<file path="config.mk">
export PLATFORM = sky130hd
export DESIGN_NAME = text_line_cell_renderer_unit
export DESIGN_NICKNAME = d
export VERILOG_FILES = /design/src/tlcr_pkg.sv /design/src/text_line_cell_renderer_unit.sv /design/src/tlcr_cell_step.sv /design/src/tlcr_seq.sv
export SDC_FILE = /design/constraint.sdc
export NUM_CORES = 1
export LEC_CHECK = 0
export BUFFER_PORTS_ARGS = -buffer_cell sky130_fd_sc_hd__buf_2
export CELL_PAD_IN_SITES_DETAIL_PLACEMENT = 0
export CELL_PAD_IN_SITES_GLOBAL_PLACEMENT = 1
export CORE_MARGIN = 3
export CORE_UTILIZATION = 46
export DETAILED_ROUTE_END_ITERATION = 10
export GPL_ROUTABILITY_DRIVEN = 0
export PLACE_DENSITY = 0.92
export REMOVE_ABC_BUFFERS = 1
export SLEW_MARGIN = 5
export SYNTH_ARGS = -nofsm -noshare
export SYNTH_HDL_FRONTEND = slang
export SYNTH_SLANG_ARGS = --single-unit
</file>
<file path="constraint.sdc">
create_clock -name clk_i -period 9.3 [get_ports clk_i]
set_input_delay 0.465 -clock clk_i [delete_from_list [all_inputs] [get_ports clk_i]]
set_output_delay 0.465 -clock clk_i [all_outputs]
set_load 0.01 [all_outputs]
</file>
<file path="src/tlcr_pkg.sv">
// Package for the text line cell renderer: field widths, byte codes, op and
// kind codes, sequencer states and the structs passed between its modules.
// No dependencies.
package tlcr_pkg;

  localparam int unsigned ROW_W   = 6;
  localparam int unsigned COL_W   = 13;  // signed cursor column
  localparam int unsigned ORG_W   = 12;  // signed line start column
  localparam int unsigned WIDTH_W = 9;   // effective width, up to 255
  localparam int unsigned CHAR_W  = 8;
  localparam int unsigned SCOL_W  = 8;   // screen column on the output
  localparam int unsigned TAB_W   = 3;   // tab stops every 8 columns

  localparam logic [7:0]         SCREEN_WIDTH_RESET = 8'd80;
  localparam logic [WIDTH_W-1:0] MIN_WIDTH          = 9'd2;

  // input op codes
  localparam logic [1:0] OP_SET_POS = 2'd0;
  localparam logic [1:0] OP_PUT_CHR = 2'd1;
  localparam logic [1:0] OP_ERASE   = 2'd2;

  // result kinds
  localparam logic KIND_CELL  = 1'b0;
  localparam logic KIND_CLEAR = 1'b1;

  localparam logic [CHAR_W-1:0] CH_TAB      = 8'h09;
  localparam logic [CHAR_W-1:0] CH_SPACE    = 8'h20;
  localparam logic [CHAR_W-1:0] CH_DEL      = 8'h7F;
  localparam logic [CHAR_W-1:0] CH_DOLLAR   = 8'h24;
  localparam logic [CHAR_W-1:0] CH_CARET    = 8'h5E;
  localparam logic [CHAR_W-1:0] CTRL_FLIP   = 8'h40;

  typedef enum logic [5:0] {
    S_IDLE  = 6'b000001,
    S_PRINT = 6'b000010,
    S_CARET = 6'b000100,
    S_CTRL  = 6'b001000,
    S_TAB   = 6'b010000,
    S_ERASE = 6'b100000
  } seq_state_e;

  // one cell step: request to the shared unit
  typedef struct packed {
    logic signed [COL_W-1:0] column;
    logic [WIDTH_W-1:0]      width;
    logic [CHAR_W-1:0]       ch;
    logic                    erase;
  } step_req_t;

  // one cell step: answer of the shared unit
  typedef struct packed {
    logic                    emit;
    logic                    ovf;
    logic [SCOL_W-1:0]       column;
    logic [CHAR_W-1:0]       ch;
    logic signed [COL_W-1:0] col_next;
  } step_rsp_t;

  // result handed from the sequencer to the output register
  typedef struct packed {
    logic              kind;
    logic [ROW_W-1:0]  row;
    logic [SCOL_W-1:0] column;
    logic [CHAR_W-1:0] ch;
    logic              last;
  } result_t;

endpackage

</file>
<file path="src/text_line_cell_renderer_unit.sv">
// Text line cell renderer, top level.
// Depends on tlcr_pkg, tlcr_seq and tlcr_cell_step.
//
// Input stream (s_axis): tuser carries the op, tdata the position and byte.
// A set-position item is taken and gives no result. A put character or
// erase item holds tready low while the sequencer walks its cells, one
// cell step per cycle through the shared step unit while the output
// register is free: a printable byte or an erase takes 1 step, a control
// byte 2, a tab 1 to 8. The item is accepted in the idle state before.
// Results (m_axis) leave from an output register in the cycle after their
// step; tuser is the kind, tlast marks the final result of an item, and an
// item whose cells all fall left of column 0 gives none.
// When the receiver stalls, the step that would replace a waiting result
// waits with it; a new item is taken while the final result still waits.
// Reset clears the cursor to row 0, column 0, sets the width to 80 and
// drops any waiting result. cfg_we_i writes screen_width (clamped to 2..255)
// and is meant to be used only while no item is in flight.
module text_line_cell_renderer_unit (
  input  logic        clk_i,
  input  logic        rst_ni,
  input  logic        cfg_we_i,
  input  logic [7:0]  cfg_wdata_i,     // screen_width
  input  logic        s_axis_tvalid,
  output logic        s_axis_tready,
  input  logic [31:0] s_axis_tdata,    // line_row[5:0], start_column[17:6], symbol[25:18]
  input  logic [1:0]  s_axis_tuser,    // op[1:0]
  output logic        m_axis_tvalid,
  input  logic        m_axis_tready,
  output logic [23:0] m_axis_tdata,    // cell_row[5:0], cell_column[13:6], cell_char[21:14]
  output logic        m_axis_tuser,    // kind[0]
  output logic        m_axis_tlast     // last
);

  logic [7:0]                     width_q;
  logic [tlcr_pkg::WIDTH_W-1:0]   eff_width;
  logic                           out_valid_q, out_valid_d;
  tlcr_pkg::result_t              out_q;
  tlcr_pkg::result_t              res;
  logic                           res_valid;
  logic                           out_free;

  assign eff_width = ({1'b0, width_q} < tlcr_pkg::MIN_WIDTH) ? tlcr_pkg::MIN_WIDTH
                                                             : {1'b0, width_q};

  always_ff @(posedge clk_i or negedge rst_ni) begin
    if (!rst_ni) begin
      width_q <= tlcr_pkg::SCREEN_WIDTH_RESET;
    end else if (cfg_we_i) begin
      width_q <= cfg_wdata_i;
    end
  end

  assign out_free = !out_valid_q || m_axis_tready;

  tlcr_seq u_seq (
    .clk_i       (clk_i),
    .rst_ni      (rst_ni),
    .in_valid_i  (s_axis_tvalid),
    .in_ready_o  (s_axis_tready),
    .op_i        (s_axis_tuser),
    .row_i       (s_axis_tdata[5:0]),
    .start_i     (s_axis_tdata[17:6]),
    .symbol_i    (s_axis_tdata[25:18]),
    .width_i     (eff_width),
    .out_free_i  (out_free),
    .res_valid_o (res_valid),
    .res_o       (res)
  );

  always_comb begin
    out_valid_d = out_valid_q;
    if (res_valid)          out_valid_d = 1'b1;
    else if (m_axis_tready) out_valid_d = 1'b0;
  end

  always_ff @(posedge clk_i or negedge rst_ni) begin
    if (!rst_ni) begin
      out_valid_q <= 1'b0;
    end else begin
      out_valid_q <= out_valid_d;
    end
  end

  always_ff @(posedge clk_i) begin
    if (res_valid) begin
      out_q <= res;
    end
  end

  assign m_axis_tvalid = out_valid_q;
  assign m_axis_tdata  = {2'b00, out_q.ch, out_q.column, out_q.row};
  assign m_axis_tuser  = out_q.kind;
  assign m_axis_tlast  = out_q.last;

  // a result still waiting once the block is idle must close its item
  a_idle_pending_last: assert property (@(posedge clk_i) disable iff (!rst_ni)
    s_axis_tready && m_axis_tvalid |-> m_axis_tlast)
    else $error("result waiting at idle without tlast");

  // a clear command is the only result of its item
  a_clear_last: assert property (@(posedge clk_i) disable iff (!rst_ni)
    m_axis_tvalid && (m_axis_tuser == tlcr_pkg::KIND_CLEAR) |-> m_axis_tlast)
    else $error("clear command without tlast");

  // set position leaves the block ready for the next item
  a_setpos_one_cycle: assert property (@(posedge clk_i) disable iff (!rst_ni)
    s_axis_tvalid && s_axis_tready && (s_axis_tuser == tlcr_pkg::OP_SET_POS)
    |=> s_axis_tready)
    else $error("set position left the block busy");

endmodule

</file>
<file path="src/tlcr_cell_step.sv">
// Shared cell step unit: one compare against the width and one increment,
// giving a cell write, an overflow '$' or a clear command.
// Depends on tlcr_pkg.
module tlcr_cell_step (
  input  tlcr_pkg::step_req_t req_i,
  output tlcr_pkg::step_rsp_t rsp_o
);

  logic signed [tlcr_pkg::COL_W-1:0] width_s;
  logic [tlcr_pkg::WIDTH_W-1:0]      width_m1;
  logic                              ovf;
  logic                              visible;

  assign width_s  = $signed({{(tlcr_pkg::COL_W-tlcr_pkg::WIDTH_W){1'b0}}, req_i.width});
  assign width_m1 = req_i.width - tlcr_pkg::WIDTH_W'(1);
  assign ovf      = req_i.column >= width_s;
  assign visible  = !req_i.column[tlcr_pkg::COL_W-1];

  always_comb begin
    rsp_o.ovf = ovf;
    if (req_i.erase) begin
      // clear from the cursor, clamped to column 0, then park at the width
      rsp_o.emit     = !ovf;
      rsp_o.column   = visible ? req_i.column[tlcr_pkg::SCOL_W-1:0] : '0;
      rsp_o.ch       = tlcr_pkg::CH_SPACE;
      rsp_o.col_next = width_s;
    end else begin
      rsp_o.emit     = ovf || visible;
      rsp_o.column   = ovf ? width_m1[tlcr_pkg::SCOL_W-1:0]
                           : req_i.column[tlcr_pkg::SCOL_W-1:0];
      rsp_o.ch       = ovf ? tlcr_pkg::CH_DOLLAR : req_i.ch;
      rsp_o.col_next = ovf ? width_s : req_i.column + tlcr_pkg::COL_W'(1);
    end
  end

endmodule

</file>
<file path="src/tlcr_seq.sv">
// Sequencer of the renderer: cursor state, item decode and one cell step
// per cycle through the shared step unit while the output register is free.
// Depends on tlcr_pkg and tlcr_cell_step.
module tlcr_seq (
  input  logic                          clk_i,
  input  logic                          rst_ni,
  input  logic                          in_valid_i,
  output logic                          in_ready_o,
  input  logic [1:0]                    op_i,
  input  logic [tlcr_pkg::ROW_W-1:0]    row_i,
  input  logic [tlcr_pkg::ORG_W-1:0]    start_i,
  input  logic [tlcr_pkg::CHAR_W-1:0]   symbol_i,
  input  logic [tlcr_pkg::WIDTH_W-1:0]  width_i,
  input  logic                          out_free_i,
  output logic                          res_valid_o,
  output tlcr_pkg::result_t             res_o
);

  tlcr_pkg::seq_state_e state_q, state_d;
  logic signed [tlcr_pkg::COL_W-1:0] col_q, col_d;
  logic [tlcr_pkg::ORG_W-1:0]        origin_q, origin_d;
  logic [tlcr_pkg::ROW_W-1:0]        row_q, row_d;
  logic [tlcr_pkg::CHAR_W-1:0]       sym_q, sym_d;

  tlcr_pkg::step_req_t req;
  tlcr_pkg::step_rsp_t rsp;
  logic                step_en;
  logic                accept;
  logic                tab_done;
  logic                last;
  logic                is_ctrl;
  logic [tlcr_pkg::TAB_W-1:0] tab_pos;

  tlcr_cell_step u_step (
    .req_i (req),
    .rsp_o (rsp)
  );

  assign in_ready_o = (state_q == tlcr_pkg::S_IDLE);
  assign accept     = in_valid_i && in_ready_o;
  assign step_en    = !in_ready_o && out_free_i;

  assign is_ctrl = (symbol_i < tlcr_pkg::CH_SPACE && symbol_i != tlcr_pkg::CH_TAB)
                   || symbol_i == tlcr_pkg::CH_DEL;

  // tab stop is relative to the start column of the line
  assign tab_pos  = rsp.col_next[tlcr_pkg::TAB_W-1:0] - origin_q[tlcr_pkg::TAB_W-1:0];
  assign tab_done = rsp.ovf || (tab_pos == '0);

  always_comb begin
    req.column = col_q;
    req.width  = width_i;
    req.erase  = 1'b0;
    req.ch     = sym_q;
    last       = 1'b1;
    unique case (state_q)
      tlcr_pkg::S_CARET: begin
        req.ch = tlcr_pkg::CH_CARET;
        last   = 1'b0;  // the second cell always follows a visible caret
      end
      tlcr_pkg::S_CTRL:  req.ch = sym_q ^ tlcr_pkg::CTRL_FLIP;
      tlcr_pkg::S_TAB: begin
        req.ch = tlcr_pkg::CH_SPACE;
        last   = tab_done;
      end
      tlcr_pkg::S_ERASE: begin
        req.ch    = tlcr_pkg::CH_SPACE;
        req.erase = 1'b1;
      end
      default: ;
    endcase
  end

  assign res_valid_o = step_en && rsp.emit;
  assign res_o.kind   = req.erase ? tlcr_pkg::KIND_CLEAR : tlcr_pkg::KIND_CELL;
  assign res_o.row    = row_q;
  assign res_o.column = rsp.column;
  assign res_o.ch     = rsp.ch;
  assign res_o.last   = last;

  always_comb begin
    state_d  = state_q;
    col_d    = col_q;
    origin_d = origin_q;
    row_d    = row_q;
    sym_d    = sym_q;
    if (accept) begin
      unique case (op_i)
        tlcr_pkg::OP_SET_POS: begin
          row_d    = row_i;
          col_d    = $signed({start_i[tlcr_pkg::ORG_W-1], start_i});
          origin_d = start_i;
        end
        tlcr_pkg::OP_PUT_CHR: begin
          sym_d = symbol_i;
          priority if (symbol_i == tlcr_pkg::CH_TAB) state_d = tlcr_pkg::S_TAB;
          else if (is_ctrl)                          state_d = tlcr_pkg::S_CARET;
          else                                       state_d = tlcr_pkg::S_PRINT;
        end
        tlcr_pkg::OP_ERASE: state_d = tlcr_pkg::S_ERASE;
        default: ;
      endcase
    end else if (step_en) begin
      col_d = rsp.col_next;
      unique case (state_q)
        tlcr_pkg::S_CARET: state_d = tlcr_pkg::S_CTRL;
        tlcr_pkg::S_TAB:   state_d = tab_done ? tlcr_pkg::S_IDLE : tlcr_pkg::S_TAB;
        default:           state_d = tlcr_pkg::S_IDLE;
      endcase
    end
  end

  always_ff @(posedge clk_i or negedge rst_ni) begin
    if (!rst_ni) begin
      state_q  <= tlcr_pkg::S_IDLE;
      col_q    <= '0;
      origin_q <= '0;
      row_q    <= '0;
    end else begin
      state_q  <= state_d;
      col_q    <= col_d;
      origin_q <= origin_d;
      row_q    <= row_d;
    end
  end

  always_ff @(posedge clk_i) begin
    sym_q <= sym_d;
  end

endmodule

</file>
==> Yosys cells after proc, flatten, opt, wreduce, memory -nomap -nowiden <==
Index checks and enable logic that the tools add are counted.
{ "op_classes": {"n_bitwise": 1, "n_reduce_logical": 22, "add_sub_neg": 3, "n_eq_ne": 12, "order_cmp": 3, "mux": 23} }
{ "ops": {"columns": ["op", "n"], "rows": [
  ["13-bit 2-to-1 mux", 4],
  ["8-bit 2-to-1 mux", 4],
  ["29-bit 2-to-1 mux", 1],
  ["6-bit one-hot mux with 2 select lines", 2],
  ["8-bit one-hot mux with 3 select lines", 1],
  ["6-bit 2-to-1 mux", 3],
  ["13-bit by 2-bit adder with 13-bit output (second input constant)", 1],
  ["13-bit by 9-bit greater-or-equal comparator with 1-bit output", 1],
  ["8-bit by 4-bit == test with 1-bit output (second input constant)", 1],
  ["8-bit by 7-bit == test with 1-bit output (second input constant)", 1],
  ["8-bit by 2-bit < comparator with 1-bit output (second input constant)", 1],
  ["8-bit by 6-bit < comparator with 1-bit output (second input constant)", 1],
  ["8-bit by 4-bit != test with 1-bit output (second input constant)", 1],
  ["2-bit AND reduction", 4],
  ["8-bit by 1-bit subtractor with 8-bit output (second input constant)", 1],
  ["6-bit by 1-bit == test with 1-bit output (second input constant)", 1],
  ["6-bit by 3-bit == test with 1-bit output (second input constant)", 1],
  ["6-bit by 4-bit == test with 1-bit output (second input constant)", 1],
  ["6-bit by 5-bit == test with 1-bit output (second input constant)", 1],
  ["6-bit == test (second input constant)", 1],
  ["1-bit 2-to-1 mux", 5],
  ["5-bit 2-to-1 mux", 1],
  ["1-bit logical AND", 4],
  ["1-bit logical NOT", 4],
  ["13 further kinds", 18]
]} }
{ "totals": {"word_cells": 77, "input_bits": 47, "register_bits": 69} }

==> Logic depth before layout (Yosys ltp) <==
Gate-level depths: netlist of the first run.
{ "depth": {"word_depth": 12, "depth_mapped": 17} }

==> Hierarchy <==
Synthesis of the first run repeated with hierarchy kept, for this count alone.
{ "unflattened": {"cells_unflattened": 327, "area_unflattened_um2": 3923.8} }
{ "by_module_without_submodules": {"columns": ["mod", "n_inst", "cells_per_inst", "area_per_inst_um2", "seq_area_each_um2"], "rows": [
  ["tlcr_seq", 1, 151, 1941.9, 942.2],
  ["text_line_cell_renderer_unit", 1, 58, 1139.8, 948.4],
  ["tlcr_cell_step", 1, 118, 842.1, 0.0]
]} }

==> Least setup slack after synthesis of the first run <==
OpenSTA, ideal clock, no wires.
{ "synth_path": {"path_type": "register to register", "startpoint": "reg width_q[5]", "endpoint": "reg out_q (netlist bit m_axis_tdata[0]) (enable)", "path_buffers": 0, "slack_ns": 5.371, "path_stages_with_launch": 11, "required_time_ns": 8.895, "setup_time_ns": 0.405, "arrival_time_ns": 3.524, "path_cell_list": "dfrtp_1 nor4_1 nand2_1 o21ai_0 inv_1 ha_1 nand2b_1 maj3_1 a21oi_1 o21ai_0 nor2_1"} }
{ "synth_between": {"elab_chain_len": 6} }
{ "synth_lines": {"columns": ["element", "line", "source"], "rows": [
  ["start: declaration", "text_line_cell_renderer_unit.sv:34", "logic [7:0] width_q;"],
  ["start signal: assignment", "text_line_cell_renderer_unit.sv:47", "width_q <= tlcr_pkg::SCREEN_WIDTH_RESET;"],
  ["start signal: assignment", "text_line_cell_renderer_unit.sv:49", "width_q <= cfg_wdata_i;"],
  ["8-bit by 2-bit < comparator with 1-bit output", "text_line_cell_renderer_unit.sv:42", "assign eff_width = ({1'b0, width_q} < tlcr_pkg::MIN_WIDTH) ? tlcr_pkg::MIN_WIDTH"],
  ["8-bit 2-to-1 mux (*)", "text_line_cell_renderer_unit.sv:42", null],
  ["13-bit by 9-bit greater-or-equal comparator with 1-bit output (*)", "tlcr_cell_step.sv:16", "assign ovf = req_i.column >= width_s;"],
  ["1-bit logical OR / 1-bit logical NOT (equally long branches)", "tlcr_cell_step.sv:28, tlcr_cell_step.sv:23", null],
  ["1-bit 2-to-1 mux (*)", "tlcr_cell_step.sv:21", "if (req_i.erase) begin"],
  ["1-bit logical AND (*)", "tlcr_seq.sv:74", "assign res_valid_o = step_en && rsp.emit;"],
  ["end signal: assignment", "text_line_cell_renderer_unit.sv:86", "out_q <= res;"],
  ["end: declaration", "text_line_cell_renderer_unit.sv:37", "tlcr_pkg::result_t out_q;"]
]} }
Mark *: on every way between the ends. The rest lies on a longest branch, timed or not.
A chain may end at the register's enable or synchronous reset.

==> Worst setup path in the final report of the first run <==
{ "layout_path": {"startpoint": "reg width_q[5]", "endpoint": "reg out_q (netlist bit m_axis_tdata[13]) (enable)"} }
The elaborated chain is that of the path after synthesis.

==> summary.md, run 1 <==
| Metric | Value |
|---|---|
| Outcome | finished clean |
| Clock sink count | 69 |
| Reg2Reg Depth | 10 |
| Number of DRC violations after detailed-routing iteration 0 | 177 |
| Period Utilization, post-route | 0.480 |
| Syn Area/Cell | 10.5 sq um |
| Clock tree buffer depth | 2 |
| Reg clk slew, reported paths | approximately 0.070 ns |
| Initial antenna violation count | 0 |
| Synth Area in XOR/XNOR | 0.0289 |
| Mux contribution to synthesized area | 0.0481 |
| H-tree depth | 3 |
| Clock Power Share | 0.162 |
| Highest-delay cell along the critical path | nor2_2 |
| Post-Route Utilization | 0.569 |
| Die Ht | about 95 um |
| Number of flops mapped to enable cells by yosys | 32 |
| Worst path cell trace | nor4_1 > nand2_1 > o21ai_0 > inv_1 > ha_1 > nand2b_1 > maj3_1 > a21oi_1 > o21ai_0 > nor2_2 |
| # Max-Cap Violations | 0 |
| Seq pwr share | 0.378 |
| Routed WL | between 7000 and 8000 um |
| CTS Hold Bufs | 0 |
| # resized after CTS | 0 |
| Number of global-route vias before repair | 2678 |
| Main combinational cell family by area after synthesis | simple AND/OR/NAND/NOR gates |
| Leakage Power | 1.80 nW |
| Setup repair bufs after CTS | 0 |
| Cell count after synthesis | 346 |
| Tot Pwr | 0.00151 W |
| Slew Limit Fails | 0 |
| Critical Path Max Stage Delay | roughly 0.87 ns |
| Internal power | slightly below 0.0009 W |
| Wire length per cell | 15.3 um |
| Area growth syn-to-layout | 16.4% |
| Synth cell count leaders | 44 x nand2_1, 34 x dfrtp_1, 32 x edfxtp_1 |
| Port bufs | 66 |
| Via/cell ratio | 5.47 |
| Worst hold path type | input port to async pin |
| Drt first pass iters | 5 |
| CP required | 9.27 ns |
| Worst-skew pair later-pin latency | 0.35 ns |
| Setup TNS | 0 ns |
| Post-DRT Antenna Nets | 0 |
| Worst Setup SP | width_q[5]$_DFFE_PN0P_ |
| Final hold violation count | 0 |
| Crit. End Element | flop |
| Dpl hpwl | 5900 um |
| Slew headroom | 0.268 |
| Full die area | 9010 sq um |
| Synth Area in Simple Gates | 0.169 |
| FF-to-FF Start | width_q[5]$_DFFE_PN0P_ |
| Worst Path Buf+Inv | 1 |
| Compound-Gate Fraction of Synth Area | 0.148 |
| Worst vdd ir | 0.161 mV |
| Core Area | 7450 sq um |
| Sw Share | 0.411 |
| Crit path arrival time | roughly 4.4 ns |
| Tmin final | 4.47 ns |
| Worst path depth | 10 |
| Setup violators final | 0 |
| Top-count cell post-synth | nand2_1 |
| Starting Density | 0.489 |
| Post-synthesis adder-cell area fraction | 0.0509 |
| GR Util All Layers | 0.187 |
| Antenna cells | 0 |
| Share of cells above drive strength 1 | 0.247 |
| Cell at the root of the clock tree | clkbuf_8 |
| CP Class | flop to flop |
| Reg2reg end | m_axis_tdata[13]$_DFFE_PP_ |
| Worst Max-Slew Pin Slew | 1.10 ns |
| Comb pwr share | 0.460 |
| Fmax | roughly 220 MHz |
| Power density cells | 357 nW/um^2 |
| Skew final | 0.00944 ns |
| Seq/Total Area, Yosys | 0.520 |
| Setup crit start kind | flop |
| First-pass GRT wire length | 12900 um |
| Ports | 75 |
| #FFs+latches synth | 69 |
| Leading area contributor after synthesis | edfxtp_1 |
| Main area contributors after synthesis | edfxtp_1 26%, dfrtp_1 23%, ha_1 4.8%, nand2_1 4.5%, o21ai_0 4.1% |
| Worst-path maximum fanout | 24 |
| RSZ-0062 raised after global routing | false |
| Largest net degree at the start of global routing | 38 |
| Fill count | between 600 and 700 |
| Switch Pwr | 0.000621 W |
| GRT overflow | 0 |
| Yosys warning count | 0 |
| CTS tree | yes |
| Num CTS Buffers | 9 |
| FF-to-FF setup slack | 4.83 ns |
| Cell Rows | 31 |
| Synth async-reset ratio | 0.536 |
| Netlist Area Pre-Place | roughly 3600 sq um |
| Post-synth top area share | 0.264 |
| DRC Markers | 0 |
| Count of cell types in the netlist | 58 |
| Most frequent CP cell | o21ai_0 |
| Width of the die | 94.9 um |
| Fin nets | 473 |
| Main synth FF type | dfrtp_1 |
| Total vias in the final route | 2825 |
| CP delay by family, top | simple AND/OR/NAND/NOR gates |
## sequential cells by signal, indices dropped and copies added (netlist names)
register        flops
m_axis_tlast        1
m_axis_tdata       22
u_seq.origin_q      3
u_seq.col_q        13
width_q             8
u_seq.state_q       6
m_axis_tuser        1
u_seq.row_q         6
u_seq.sym_q         8
m_axis_tvalid       1
## cells by family (layout without fill, tap and decap cells)
| kind of cell | count (synthesis) | after routing |
|---|---|---|
| other cells | 1 | 2 |
| xor+xnor | 12 | 12 |
| compound gates | 83 | 83 |
| simple gates | 120 | 120 |
| fa+ha+maj | 15 | 15 |
| flops | 69 | 69 |
| mux | 16 | 16 |
| buf+inv | 30 | 100 |
## layout by cell type (no fill, tap or decap), drive strengths merged, types with 4 or more instances in the layout
cell     n
and2     6
ha      14
inv     19
nand3   11
nor2    20
o21a     4
xnor2    9
clkinv   4
mux2    12
and3     4
buf     66
dfrtp   34
a21oi   13
nor4     5
o21ai   31
mux2i    4
nand2b   6
o211ai   6
edfxtp  32
nand2   44
a22o     6
clkbuf   9
## final cells by class
cell class | count | area, sq um | area share
flip-flops and latches | 69 | 1890 | 0.446
multi-input cells | 248 | 1630 | 0.384
repair buffers | 66 | 330 | 0.0780
clock buffers | 9 | 124 | 0.0292
well taps | 99 | 124 | 0.0292
clock inverters | 7 | 73.8 | 0.0174
inverters | 18 | 67.6 | 0.0159
## layer usage
layer / wire length [um] / vias up / track usage
li1: - / 1386 / -
met1: 3640 / 1343 / 0.265
met2: 3630 / 86 / 0.282
met3: 499 / 10 / 0.0303
met4: 135 / 0 / 0.0841
met5: 0 / - / 0
## worst max-delay path by stage
| stage | end | slack [ns] |
|---|---|---|
| finish | m_axis_tdata[13]$_DFFE_PP_ | 4.83 |
| global route | m_axis_tdata[11]$_DFFE_PP_ | 4.34 |
| CTS | m_axis_tdata[12]$_DFFE_PP_ | 4.78 |
| detailed placement | m_axis_tdata[12]$_DFFE_PP_ | 4.81 |
| global placement | m_axis_tdata[12]$_DFFE_PP_ | 4.89 |
| floorplan | m_axis_tdata[0]$_DFFE_PP_ | 5.37 |
## through the flow
stage,worst slack [ns],hold WS [ns],area (sq um),instances
2_1_floorplan,5.37,0.169,3580,335
3_3_place_gp,4.89,0.423,4040,500
3_5_place_dp,4.81,0.430,4040,500
4_1_cts,4.78,0.234,4240,516
5_1_grt,4.34,0.285,4240,516
6_report,4.83,0.213,4240,516
## power groups by stage
stage / sequential (W) / clock (W) / combinational, W
global placement: 0.000572 / 0 / 0.000677
CTS: 0.000570 / 0.000250 / 0.000698
global route: 0.000585 / 0.000261 / 0.000790
detailed placement: 0.000576 / 0 / 0.000695
finish: 0.000571 / 0.000245 / 0.000695
floorplan: 0.000584 / 0 / 0.000468
(Power assumes the default switching activity.)
==> run 2, diff against run 1 <==
CORE_UTILIZATION = 38   (was 46)
PLACE_DENSITY = 0.82   (was 0.92)
clock period = 3.6 ns   (was 9.3 ns; I/O delays follow)
==> run 2 against run 1 <==
Effect of this change:
- clock skew grew 0.0022 ns
- final cell count grew 9.5%
- global-route usage fell by 3.6 points
- setup slack worse by 4.7 ns
- sequential power rose to 2.5 times the previous value
- core utilization is 9.0 points lower
- clock power increased by 120%
- fmax increased by 29%
- combinational power rose to 3.0 times the previous value
- via count up 1.2%
- final area grew 5.1%
- critical path depth is 6 higher
- critical path type unchanged
==> summary.md, run 2 (synthesis gave the netlist of run 1 again) <==
| Metric | Value |
|---|---|
| Outcome | finished clean (unchanged) |
| H-tree depth | 3 (unchanged) |
| GR Util All Layers | 0.151 (was 0.187) |
| Initial antenna violation count | 0 (unchanged) |
| Area growth syn-to-layout | 22.3% (was 16.4%) |
| Final hold violation count | 0 (unchanged) |
| Via/cell ratio | 5.06 (was 5.47) |
| Commonest non-fill, non-tap cell in the layout | buf_2 (unchanged) |
| Final worst slack | 0.139 ns (was 4.83 ns) |
| Grt peak-use layer | met2 (unchanged) |
| # Max-Cap Violations | 0 (unchanged) |
| Clock tree buffer depth | 2 (unchanged) |
| Drt first pass iters | 4 (was 5) |
| Largest register FFs | 22 (unchanged) |
| Ports | 75 (unchanged) |
| Hold slack final | 0.0290 ns (was 0.213 ns) |
| Worst-path maximum fanout | 3 (was 24) |
| Cell Rows | 35 (was 31) |
| Crit path arrival time | 3.55 ns (was 4.44 ns) |
| Dpl hpwl | 6100 um (was 5900 um) |
| Total vias in the final route | 2860 (was 2825) |
| Tmin final | 3.46 ns (was 4.47 ns) |
| Setup violators final | 0 (unchanged) |
| Worst Max-Slew Pin Slew | 0.836 ns (was 1.10 ns) |
| Port bufs | 66 (unchanged) |
| Width of the die | 104 um (was 94.9 um) |
| Cell at the root of the clock tree | clkbuf_8 (unchanged) |
| Setup TNS | 0 ns (unchanged) |
| Slew Limit Fails | 0 (unchanged) |
| Critical Path Max Stage Delay | 0.42 ns (was 0.87 ns) |
| Antenna cells | 0 (unchanged) |
| Fill count | 894 (was 678) |
| Post-Route Utilization | 0.479 (was 0.569) |
| GRT overflow | 0 (unchanged) |
| Highest-delay cell along the critical path | dfrtp_1 (was nor2_2) |
| DRC Markers | 0 (unchanged) |
| Fin nets | 492 (was 473) |
| Place WS | 0.0221 ns (was 4.81 ns) |
| Num CTS Buffers | 9 (unchanged) |
| Wire length per cell | 14.6 um (was 15.3 um) |
| CTS tree | yes (unchanged) |
| Reg clk slew, reported paths | 0.08 ns (was 0.07 ns) |
| Worst Path Buf+Inv | 2 (was 1) |
| Full die area | 10800 sq um (was 9010 sq um) |
| Clock sink count | 69 (unchanged) |
| CP required | 3.69 ns (was 9.27 ns) |
| Power density cells | 912 nW/um^2 (was 357 nW/um^2) |
| CP delay by family, top | simple AND/OR/NAND/NOR gates (unchanged) |
| Die Ht | 104 um (was 94.9 um) |
| Worst hold path type | input port to flop (was input port to async pin) |
| Setup crit start kind | flop (unchanged) |
| Worst vdd ir | 0.430 mV (was 0.161 mV) |
| Fmax | 289 MHz (was 224 MHz) |
| Routed WL | 8260 um (was 7910 um) |
| Number of global-route vias before repair | 2824 (was 2678) |
| Leakage Power | 1.89 nW (was 1.80 nW) |
| Number of DRC violations after detailed-routing iteration 0 | 116 (was 177) |
| Worst path cell trace | nor4_4 > nand2_1 > o21ai_2 > inv_1 > ha_2 > nand2_1 > a311oi_2 > nand3b_1 > buf_6 > mux2i_2 > ha_2 > nand2b_4 > xnor2_2 > nand3b_1 > mux2i_2 > o22a_1 (was nor4_1 > nand2_1 > o21ai_0 > inv_1 > ha_1 > nand2b_1 > maj3_1 > a21oi_1 > o21ai_0 > nor2_2) |
| Share of cells above drive strength 1 | 0.294 (was 0.247) |
| Skew final | 0.0117 ns (was 0.00944 ns) |
| First-pass GRT wire length | 13300 um (was 12900 um) |
| Largest net degree at the start of global routing | 38 (unchanged) |
| CP Class | flop to flop (unchanged) |
| Post-DRT Antenna Nets | 0 (unchanged) |
| Period Utilization, post-route | 0.961 (was 0.480) |
| Crit. End Element | flop (unchanged) |
| M2 GR Usage | 0.239 (was 0.282) |
| M3 GR Usage | 0.0298 (was 0.0303) |
| Slew headroom | 0.443 (was 0.268) |
| Worst-skew pair later-pin latency | 0.35 ns (about the same) |
| Core Area | 9280 sq um (was 7450 sq um) |
| Starting Density | 0.392 (was 0.489) |
| Most frequent cells in the layout | 66 x buf_2, 44 x nand2_1, 34 x dfrtp_1 (unchanged) |
| Met1 usage | 0.207 (was 0.265) |
[run 2: worst register-to-register path, stage by stage (launching register included)]
cell	delay, ns
dfrtp_1	0.42
nor4_4	0.32
nand2_1	0.13
o21ai_2	0.18
inv_1	0.08
ha_2	0.32
nand2_1	0.07
a311oi_2	0.23
nand3b_1	0.22
buf_6	0.13
mux2i_2	0.23
ha_2	0.23
nand2b_4	0.06
xnor2_2	0.16
nand3b_1	0.14
mux2i_2	0.09
o22a_1	0.20
[run 2: path summary, 6_finish.rpt]
path                       slack (ns)                          to                       start  cells past startpoint
max in group asynchronous        2.59  u_seq.row_q[2]$_DFFE_PN0P_                      rst_ni                      2
setup reg to reg                 0.14      m_axis_tlast$_DFFE_PP_      width_q[3]$_DFFE_PN0P_                     16
min in group asynchronous        0.48      width_q[7]$_DFFE_PN0P_                      rst_ni                      2
hold reg to reg                  0.45   m_axis_tdata[5]$_DFFE_PP_  u_seq.row_q[5]$_DFFE_PN0P_                      0
setup / recovery                 0.14      m_axis_tlast$_DFFE_PP_      width_q[3]$_DFFE_PN0P_                     16
hold / removal                   0.03    u_seq.sym_q[0]$_DFFE_PP_            s_axis_tdata[18]                      1
[run 2: metal layers]
layer / vias up / share of wire
met4: 0 / 0.013
li1: 1423 / -
met1: 1351 / 0.46
met5: - / 0
met2: 78 / 0.47
met3: 8 / 0.053
[run 2: power breakdown]
| part | leakage [nW] | switching (W) | internal [W] |
|---|---|---|---|
| clock network | 0.0901 | 0.000278 | 0.000267 |
| logic | 1.05 | 0.00114 | 0.000917 |
| registers | 0.747 | 0.000208 | 0.00125 |
| total | 1.89 | 0.00163 | 0.00243 |
[run 2: metrics by stage]
| step | total power, W | cell area, sq um | cells |
|---|---|---|---|
| after detailed placement | 0.00339 | 4190 | 545 |
| after CTS | 0.00395 | 4370 | 562 |
| after global placement | 0.00335 | 4190 | 545 |
| after floorplan | 0.00272 | 3580 | 335 |
| after global routing | 0.00437 | 4450 | 565 |
| final | 0.00406 | 4450 | 565 |
[run 2: area by class of cell]
cell class / instances / area [sq um] / share of cell area
Sequential cell: 69 / 1890 / 0.425
Clock inverter: 4 / 23.8 / 0.00534
Multi-Input combinational cell: 248 / 1680 / 0.378
Tap cell: 129 / 161 / 0.0363
Timing Repair Buffer: 85 / 479 / 0.108
Clock buffer: 12 / 145 / 0.0326
Inverter: 18 / 67.6 / 0.0152
[run 2: repair_timing]
item / in CTS / in global routing
endpoints found under the hold margin: 34 / 0
pin swaps: 0 / 7
setup buffers: 0 / 3
hold buffers: 1 / 0
setup endpoints to repair: 2 / 3
gates resized for setup: 1 / 12
